$ cat src/design/tdpc_pkg.sv
// shared types and constants for the trial division prime counter
// no dependencies; imported by every module of the block
package tdpc_pkg;

   localparam int NumberWidth  = 32;
   localparam int CountWidth   = 32;
   localparam int DivisorWidth = 17;
   localparam int RemWidth     = DivisorWidth - 1;
   localparam int SquareWidth  = 2 * DivisorWidth;
   localparam int BitIdxWidth  = $clog2(NumberWidth);

   localparam logic [DivisorWidth-1:0] DivisorStart = DivisorWidth'(3);
   localparam logic [DivisorWidth-1:0] DivisorStep  = DivisorWidth'(2);
   localparam logic [SquareWidth-1:0]  SquareStart  = SquareWidth'(9);
   localparam logic [NumberWidth-1:0]  SmallestOdd  = NumberWidth'(3);
   localparam logic [NumberWidth-1:0]  OnlyEvenPrime = NumberWidth'(2);
   localparam logic [CountWidth-1:0]   CountMax     = {CountWidth{1'b1}};

   typedef struct packed {
      logic [31:0] candidate;
      logic        range_last;
   } req_type;

   typedef struct packed {
      logic        is_prime;
      logic [31:0] prime_count;
      logic        range_done;
   } rsp_type;

   // controller to datapath
   typedef struct packed {
      logic load;
      logic div_start;
      logic div_step;
      logic advance;
      logic emit;
      logic verdict;
   } cmd_type;

   // datapath to controller
   typedef struct packed {
      logic trivial;
      logic trivial_prime;
      logic bound_ok;
      logic div_last;
      logic rem_zero;
   } status_type;

endpackage

$ cat src/design/tdpc_ctrl.sv
// sequencing state machine of the trial division prime counter
// depends on tdpc_pkg; drives the datapath in tdpc_dp by command struct
module tdpc_ctrl (
   input  logic                 clock,
   input  logic                 reset,
   input  logic                 req_valid,
   output logic                 req_ready,
   output logic                 rsp_valid,
   input  logic                 rsp_ready,
   input  tdpc_pkg::status_type status,
   output tdpc_pkg::cmd_type    cmd
);
   import tdpc_pkg::*;

   typedef enum logic [2:0] {
      IDLE,
      CLASSIFY,
      BOUND,
      DIV,
      REM,
      FINISH
   } state_type;

   state_type state_ff, state_in;
   logic      verdict_ff, verdict_in;
   logic      rsp_valid_ff, rsp_valid_in;
   logic      out_free;

   assign out_free  = !rsp_valid_ff || rsp_ready;
   assign req_ready = (state_ff == IDLE);
   assign rsp_valid = rsp_valid_ff;

   always_comb begin
      state_in    = state_ff;
      verdict_in  = verdict_ff;
      cmd         = '0;
      cmd.verdict = verdict_ff;
      case (state_ff)
         IDLE: begin
            if (req_valid) begin
               cmd.load = 1'b1;
               state_in = CLASSIFY;
            end
         end
         CLASSIFY: begin
            if (status.trivial) begin
               verdict_in = status.trivial_prime;
               state_in   = FINISH;
            end else begin
               state_in = BOUND;
            end
         end
         BOUND: begin
            if (status.bound_ok) begin
               cmd.div_start = 1'b1;
               state_in      = DIV;
            end else begin
               verdict_in = 1'b1;
               state_in   = FINISH;
            end
         end
         DIV: begin
            cmd.div_step = 1'b1;
            if (status.div_last) begin
               state_in = REM;
            end
         end
         REM: begin
            if (status.rem_zero) begin
               verdict_in = 1'b0;
               state_in   = FINISH;
            end else begin
               cmd.advance = 1'b1;
               state_in    = BOUND;
            end
         end
         FINISH: begin
            if (out_free) begin
               cmd.emit = 1'b1;
               state_in = IDLE;
            end
         end
         default: begin
            state_in = IDLE;
         end
      endcase
   end

   always_comb begin
      if (cmd.emit) begin
         rsp_valid_in = 1'b1;
      end else if (rsp_ready) begin
         rsp_valid_in = 1'b0;
      end else begin
         rsp_valid_in = rsp_valid_ff;
      end
   end

   always_ff @(posedge clock) begin
      verdict_ff <= verdict_in;
      if (reset) begin
         state_ff     <= IDLE;
         rsp_valid_ff <= 1'b0;
      end else begin
         state_ff     <= state_in;
         rsp_valid_ff <= rsp_valid_in;
      end
   end

`ifndef SYNTH
   a_emit_into_free_slot: assert property (@(posedge clock) disable iff (reset)
      cmd.emit |-> (!rsp_valid_ff || rsp_ready))
      else $error("result emitted over an untaken result");

   a_div_ends_in_rem: assert property (@(posedge clock) disable iff (reset)
      (state_ff == DIV && status.div_last) |=> (state_ff == REM))
      else $error("division did not end in remainder check");

   a_accept_starts_classify: assert property (@(posedge clock) disable iff (reset)
      (req_valid && req_ready) |=> (state_ff == CLASSIFY))
      else $error("accepted request did not start classification");
`endif

endmodule

$ cat src/design/tdpc_dp.sv
// datapath: candidate, trial divisor and its square, bit-serial remainder,
// range count and result register; depends on tdpc_pkg
module tdpc_dp (
   input  logic                 clock,
   input  logic                 reset,
   input  tdpc_pkg::req_type    req_data,
   input  tdpc_pkg::cmd_type    cmd,
   output tdpc_pkg::status_type status,
   output tdpc_pkg::rsp_type    rsp_data
);
   import tdpc_pkg::*;

   logic [NumberWidth-1:0]  cand_ff;
   logic                    last_ff;
   logic [DivisorWidth-1:0] divisor_ff;
   logic [SquareWidth-1:0]  square_ff;
   logic [RemWidth-1:0]     rem_ff, rem_in;
   logic [BitIdxWidth-1:0]  idx_ff;
   logic [CountWidth-1:0]   count_ff, count_in;
   rsp_type                 out_ff;

   logic [DivisorWidth-1:0] trial;
   logic [DivisorWidth-1:0] trial_diff;

   // one restoring division step: bring down the next candidate bit
   assign trial      = {rem_ff, cand_ff[idx_ff]};
   assign trial_diff = trial - divisor_ff;
   assign rem_in     = (trial >= divisor_ff) ? trial_diff[RemWidth-1:0]
                                             : trial[RemWidth-1:0];

   assign status.trivial       = (cand_ff < SmallestOdd) || !cand_ff[0];
   assign status.trivial_prime = (cand_ff == OnlyEvenPrime);
   assign status.bound_ok      = (square_ff <= SquareWidth'(cand_ff));
   assign status.div_last      = (idx_ff == '0);
   assign status.rem_zero      = (rem_ff == '0);

   // saturating count including this item
   assign count_in = (cmd.verdict && count_ff != CountMax) ? count_ff + 1'b1 : count_ff;

   assign rsp_data = out_ff;

   always_ff @(posedge clock) begin
      if (cmd.load) begin
         cand_ff    <= req_data.candidate[NumberWidth-1:0];
         last_ff    <= req_data.range_last;
         divisor_ff <= DivisorStart;
         square_ff  <= SquareStart;
      end
      if (cmd.advance) begin
         // (d + 2)^2 = d^2 + 4d + 4
         divisor_ff <= divisor_ff + DivisorStep;
         square_ff  <= square_ff + (SquareWidth'(divisor_ff) << 2) + SquareWidth'(4);
      end
      if (cmd.div_start) begin
         rem_ff <= '0;
         idx_ff <= BitIdxWidth'(NumberWidth - 1);
      end
      if (cmd.div_step) begin
         rem_ff <= rem_in;
         idx_ff <= idx_ff - 1'b1;
      end
      if (cmd.emit) begin
         out_ff.is_prime    <= cmd.verdict;
         out_ff.prime_count <= count_in;
         out_ff.range_done  <= last_ff;
      end
   end

   always_ff @(posedge clock) begin
      if (reset) begin
         count_ff <= '0;
      end else if (cmd.emit) begin
         count_ff <= last_ff ? '0 : count_in;
      end
   end

`ifndef SYNTH
   a_rem_below_divisor: assert property (@(posedge clock) disable iff (reset)
      cmd.div_step |=> (DivisorWidth'(rem_ff) < divisor_ff))
      else $error("remainder not below divisor");

   a_square_tracks_divisor: assert property (@(posedge clock) disable iff (reset)
      (cmd.load || cmd.advance) |=>
         (square_ff == SquareWidth'(SquareWidth'(divisor_ff) * SquareWidth'(divisor_ff))))
      else $error("square out of step with divisor");
`endif

endmodule

$ cat src/design/trial_division_prime_counter.sv
// top level of the trial division prime counter
// depends on tdpc_pkg, tdpc_ctrl and tdpc_dp
module trial_division_prime_counter (
   input  logic              clock,
   input  logic              reset,
   input  logic              req_valid,
   output logic              req_ready,
   input  tdpc_pkg::req_type req_data,
   output logic              rsp_valid,
   input  logic              rsp_ready,
   output tdpc_pkg::rsp_type rsp_data
);
   // tests one 32-bit unsigned candidate per request for primality and
   // returns one response with the prime flag, the running prime count of
   // the current range (saturating at all ones) and range_done, a copy of
   // range_last; the count clears after the response that closes a range.
   // numbers below 2 and even numbers other than 2 are settled without a trial
   // divisor. an odd candidate tries odd divisors 3, 5, 7, ... while d*d stays
   // at or below it; each trial is a bound check, a 32-step bit-serial
   // remainder and a zero check, so the work per item grows with the number
   // of trial divisors. the single remainder unit handles one bit per cycle.
   // one request is in work at a time; the response register lets the next
   // request in while the previous response waits to be taken.
   import tdpc_pkg::*;

   cmd_type    cmd;
   status_type status;

   // sequencing: accept, classify, bound/divide loop, emit
   tdpc_ctrl u_ctrl (
      .clock     (clock),
      .reset     (reset),
      .req_valid (req_valid),
      .req_ready (req_ready),
      .rsp_valid (rsp_valid),
      .rsp_ready (rsp_ready),
      .status    (status),
      .cmd       (cmd)
   );

   // divisor, square, remainder, count and response register
   tdpc_dp u_dp (
      .clock    (clock),
      .reset    (reset),
      .req_data (req_data),
      .cmd      (cmd),
      .status   (status),
      .rsp_data (rsp_data)
   );

endmodule

$ cat config.mk
export PLATFORM = sky130hd
export DESIGN_NAME = trial_division_prime_counter
export DESIGN_NICKNAME = d
export VERILOG_FILES = /design/src/design/tdpc_pkg.sv /design/src/design/tdpc_ctrl.sv /design/src/design/tdpc_dp.sv /design/src/design/trial_division_prime_counter.sv
export SDC_FILE = /design/constraint.sdc
export NUM_CORES = 1
export LEC_CHECK = 0
export ABC_AREA = 1
export BUFFER_PORTS_ARGS = -buffer_cell sky130_fd_sc_hd__buf_2
export CELL_PAD_IN_SITES_DETAIL_PLACEMENT = 1
export CELL_PAD_IN_SITES_GLOBAL_PLACEMENT = 2
export CORE_MARGIN = 8
export CORE_UTILIZATION = 42
export CTS_BUF_LIST = sky130_fd_sc_hd__clkbuf_4
export DETAILED_ROUTE_END_ITERATION = 16
export PLACE_DENSITY = 0.95
export REMOVE_ABC_BUFFERS = 1
export SETUP_SLACK_MARGIN = 0.4
export SLEW_MARGIN = 15
export SYNTH_ARGS = -nofsm -noshare
export SYNTH_HDL_FRONTEND = slang
export SYNTH_SLANG_ARGS = --single-unit
$ cat constraint.sdc
create_clock -name clock -period 14.32 [get_ports clock]
set_input_delay 2.148 -clock clock [delete_from_list [all_inputs] [get_ports clock]]
set_output_delay 2.148 -clock clock [all_outputs]
set_load 0.005 [all_outputs]
# Word level (Yosys, flattened, before mapping)
# Cells that the tools add are included.
[word_totals]
reg_bits = 176
input_bits = 37
out_inout_bits = 36
wordCells = 85
[classes]
addsub = 6
magnitude_cmp = 4
eq_ne = 13
muxes = 35
reduce_logical = 14
[ops]
columns = ["op", "count"]
rows = [
  ["$mux W34", 2],
  ["$mux W32", 2],
  ["$mux W16", 3],
  ["$add A34 B19 Y34", 1],
  ["$add A34 B3 Y34 const B", 1],
  ["$le A34 B32 Y1", 1],
  ["$mux W17", 2],
  ["$add A32 B1 Y32 const B", 1],
  ["$eq A32 B2 Y1 const B", 1],
  ["$lt A32 B2 Y1 const B", 1],
  ["$ne A32 B32 Y1 const B", 1],
  ["$mux W3", 6],
  ["$pmux W3 S6", 1],
  ["$add A17 B2 Y17 const B", 1],
  ["$ge A17 B17 Y1", 1],
  ["$logic_not A16 Y1", 1],
  ["$sub A16 B16 Y16", 1],
  ["$mux W1", 15],
  ["$mux W5", 2],
  ["$ne A2 B2 Y1 const B", 5],
  ["$eq A3 B2 Y1 const B", 2],
  ["$eq A3 B3 Y1 const B", 2],
  ["$lt A5 B6 Y1 const B", 1],
  ["$reduce_bool A2 Y1", 3],
  ["13 further kinds", 15],
]

# Depth between registers and ports, before layout
[depth]
ltp_word = 5
mapped_depth = 20
ltp_nobuf = 20

# Modules after synthesis
# From an unflattened synthesis, not the netlist that was laid out.
[unflattened]
cells_unflattened = 1265
area_unflattened_um2 = 10681.5
[by_module_without_submodules]
columns = ["mod", "n_inst", "cells_per_inst", "area_each_um2", "seq_area_each_um2"]
rows = [
  ["tdpc_dp", 1, 1208, 10341.2, 4694.5],
  ["tdpc_ctrl", 1, 57, 340.3, 110.1],
]

# Least setup slack after synthesis
# OpenSTA, ideal clock, no wires.
[synth_path]
path_type = "in2reg"
start = "in req_valid"
end = "reg u_dp.divisor_ff[10] (enable)"
t_arrival_ns = 5.517
setup_slack_ns = 8.287
path_stages = 2
cell_sequence = "inv_1 > o21ai_0"
[synth_between]
elab_chain_cells = 3
[synth_lines]
columns = ["element", "line", "source"]
rows = [
  ["from (decl)", "trial_division_prime_counter.sv:6", "input logic req_valid,"],
  ["$mux W1", "tdpc_ctrl.sv:40", "if (req_valid) begin"],
  ["$mux W1", "tdpc_ctrl.sv:38", "case (state_ff)"],
  ["$reduce_bool A2 Y1 (no source line)", "--", ""],
  ["to (signal assigned)", "tdpc_dp.sv:46", "divisor_ff <= DivisorStart;"],
  ["to (signal assigned)", "tdpc_dp.sv:51", "divisor_ff <= divisor_ff + DivisorStep;"],
  ["to (decl)", "tdpc_dp.sv:15", "logic [DivisorWidth-1:0] divisor_ff;"],
]
# No other way between the ends.
# A chain may end at the register's enable or synchronous reset.

==> flow_summary_export.csv <==
group,metric,value,unit
critical_path,critPathBufInv,3,
place,dp_cells,1666,
routing,drc,0,
global_routing,antenna_found_initial,1,
critical_path,arrival,4.82,ns
die,die_area,0.0311,sq mm
routing,drtPass1Iterations,4,
clock_network,cts_resized,0,
synth,yosys_warnings,0,
sta,post-route-period-util,30.1,%
routing,avgRoutedWirePerCell,17.5,um
synth,avgSynthCellArea,8.42,sq um
synth,synth-edff-count,136,
synth,syn_area,0.0108,sq mm
global_routing,gr-total-overflow,0,
place,place_congestion,0.809,
sta,rsz0062_at_grt,"no",
clock_network,clk_latency,0.61,ns
sta,finalSetupViolations,0,
clock_network,cts_setup_buffers,0,
sta,drv_slew,0,
clock_network,clk_pin_slew_worst_paths,0.18,ns
place,dpl_cell_area,0.0115,sq mm
routing,first_iter_violations,474,
clock_network,cts_tree,"yes",
finish,syn2layout_area_growth,9.67,%
clock_network,cts_max_level,4,
power_and_ir_drop,peakVddDrop,0.0000919,V
die,rows,58,
min_path,hold_class,"register to register",
die,die_y,176,um
global_routing,grt.total_usage,19.5,%
synth,synthArstFlopShare,0,%
place,dp_hpwl,22600,um
critical_path,endpoint_kind,"register",
clock_network,clock_path_buffers,2,
status,status,"completed",
critical_path,crit_required,14.83,ns
synth,synth_area_leaders,"edfxtp_1 (38%), nand2_1 (10%), ha_1 (9.4%), dfxtp_1 (6.7%), a21oi_1 (5.7%)",
synth,netlist.top_cell.by_area,"edfxtp_1",
synth,synthCells,1284,
critical_path,worstSetupStartpointType,"primary input",
critical_path,criticalPathCategory,"primary input to register",
sta,period_minus_slack,4.31,ns
sta,tightest_slew,1.12,ns
critical_path,critPathMaxFanout,35,
routing,dr_total_vias,9075,
global_routing,grt_pass1_vias,9623,
die,initial_utilization,42.8,%
clock_network,clock_tree.root_cell,"clkbuf_4",
clock_network,cts_hold_buf,0,
die,io_pins,73,
finish,final_util,47.0,%
die,core_region_area,0.0253,sq mm
place,portBuffers,72,
clock_network,cts_sinks,172,
power_and_ir_drop,p_total,1.98,mW
finish,fillers,3111,
synth,ys_seq_elements,172,
critical_path,crit_chain,"buf_2, nor2_1, nor2_4, inv_1, nor2_2, buf_4, nand2_1, a21oi_1",
synth,synth_cell_types,45,
sta,max_slew_margin,25.1,%
clock_network,numCtsBuffers,17,
routing,drtAntennaViolNets,0,
synth,yosysTopAreaCellShare,37.8,%
critical_path,cp_top_family,"buffers and inverters",
die,chipWidth,176,um
power_and_ir_drop,power.density,167,mW/mm^2
critical_path,max_stage_delay,0.82,ns
power_and_ir_drop,leakagePower,4.91,nW
finish,layout.nets,1475,
run,drv_cap,0,
global_routing,grt_pass1_wl,49200,um
global_routing,grt_max_degree,48,
finish,fin_area,0.0119,sq mm
sta,clock_skew,0.0391,ns
synth,ys_seq_area_share,44.4,%
synth,yosys_most_used_dff,"edfxtp_1",
finish,finalNonFillerCells,1701,
routing,vias_per_cell,5.34,
sta,finalSetupTns,0,ns
sta,fmax,232,MHz
finish,layout-drive-gt1-share,11.5,%
sta,hold_viol,0,
routing,drt-total-wl,29800,um
critical_path,slowest_stage,"inv_1",
## metrics by stage
| step | setup WS, ns | hold WS, ns |
|---|---|---|
| 2_1_floorplan | 8.17 | 0.427 |
| 3_3_place_gp | 9.60 | 0.478 |
| 3_5_place_dp | 9.33 | 0.487 |
| 4_1_cts | 9.99 | 0.518 |
| 5_1_grt | 9.73 | 0.535 |
| 6_report | 10.01 | 0.517 |
## layout make-up
cell class	count	area, sq um	area share, %
multi-input combinational	927	5310	44.8
sequential	172	4800	40.5
inverter	161	604	5.10
tap	330	413	3.48
timing repair buffer	76	390	3.29
clock inverter	15	199	1.68
clock buffer	17	128	1.08
antenna	3	7.51	0.0633
## synthesized netlist by cell type (all sizes together), types with 7 or more instances
cell type  instances
o21a               8
ha                81
inv              161
o21ai             61
nand4             23
edfxtp           136
a21oi            125
buf               10
xnor2             16
dfxtp             36
xor2              34
nand2            297
a31oi             15
nand3             63
nor2             135
nor3              24
clkbuf            14
nor3b              7
nor4              15
## cells in the final DEF (no fill, tap or decap), types with 3 or more instances in the layout
cell type  Yosys  final
nand2_1      287    287
inv_1        155    155
edfxtp_1     136    136
nor2_1       127    124
a21oi_1      123    123
ha_1          81     81
buf_2          5     72
nand3_1       59     59
o21ai_0       58     57
dfxtp_1       36     36
xor2_1        30     30
nand4_1       22     22
nor3_1        17     17
clkbuf_4       0     17
a31oi_1       15     15
nor4_1        14     14
xnor2_1       14     14
o21a_1         8      8
nor2_2         5      7
nor3_2         7      7
nor3b_1        7      7
inv_2          6      6
nand2_2        6      6
clkinv_8       0      6
a21o_1         5      5
o21bai_1       5      5
nand2_4        4      4
nand3_2        4      4
xor2_2         4      4
buf_4          5      4
diode_2        0      3
nor2_4         2      3
and3_1         3      3
o21ai_1        3      3
inv_6          0      3
## worst reg2reg max path: stages, from the launching register on
cell and delay [ns]:
edfxtp_1 0.82, inv_2 0.29, nand2_1 0.12, nand2_1 0.06, nand2_1 0.05, nand2_1 0.05
nor2_1 0.11, nand2_1 0.09, nand3_1 0.11, nand2_2 0.19, ha_1 0.27, nor3b_1 0.15
nand3_1 0.07, nand3_1 0.74, o21ai_0 0.53, a31oi_1 0.08
## layer usage
metal	share of wire (%)	track usage [%]	vias up
li1	-	-	4504
met5	0	0	-
met4	1.5	5.18	0
met2	48	33.4	110
met1	47	25.2	4433
met3	2.9	2.95	28
## worst paths after layout
path / slack, ns / cells past startpoint / start / end
setup reg to reg: 10.35 / 15 / u_dp.idx_ff[0] / u_dp.rem_ff[13]
setup / recovery: 10.01 / 8 / rsp_ready / u_dp.count_ff[18]
hold / removal: 0.52 / 2 / u_dp.count_ff[16] / u_dp.count_ff[16]
hold reg to reg: 0.52 / 2 / u_dp.count_ff[16] / u_dp.count_ff[16]
## state kept, by name, indices dropped and copies added (netlist names)
| register | flops |
|---|---|
| u_dp.cand_ff | 32 |
| u_dp.count_ff | 32 |
| u_dp.rsp_data | 34 |
| u_ctrl.state_ff | 3 |
| u_dp.rem_ff | 16 |
| u_ctrl.verdict_ff | 1 |
| u_dp.divisor_ff | 16 |
| u_dp.square_ff | 31 |
| u_dp.idx_ff | 5 |
| u_dp.last_ff | 1 |
| u_ctrl.rsp_valid | 1 |
## report_power, final
group / leakage (nW) / total [mW] / internal (mW) / switching (mW)
sequential: 1.57 / 0.774 / 0.676 / 0.0979
combinational: 3.17 / 0.893 / 0.295 / 0.597
clock: 0.168 / 0.313 / 0.0987 / 0.214
## cell families after synthesis
group | Yosys count | synth area share, %
buffers and inverters | 185 | 6.65
adders and majority gates | 83 | 9.74
DFF | 172 | 44.4
AOI/OAI and AO/OA | 226 | 11.3
and+or+nand+nor | 568 | 23.4
xor gates and xnor gates | 50 | 4.47
No activity file was read; power rests on OpenSTA's default activity.
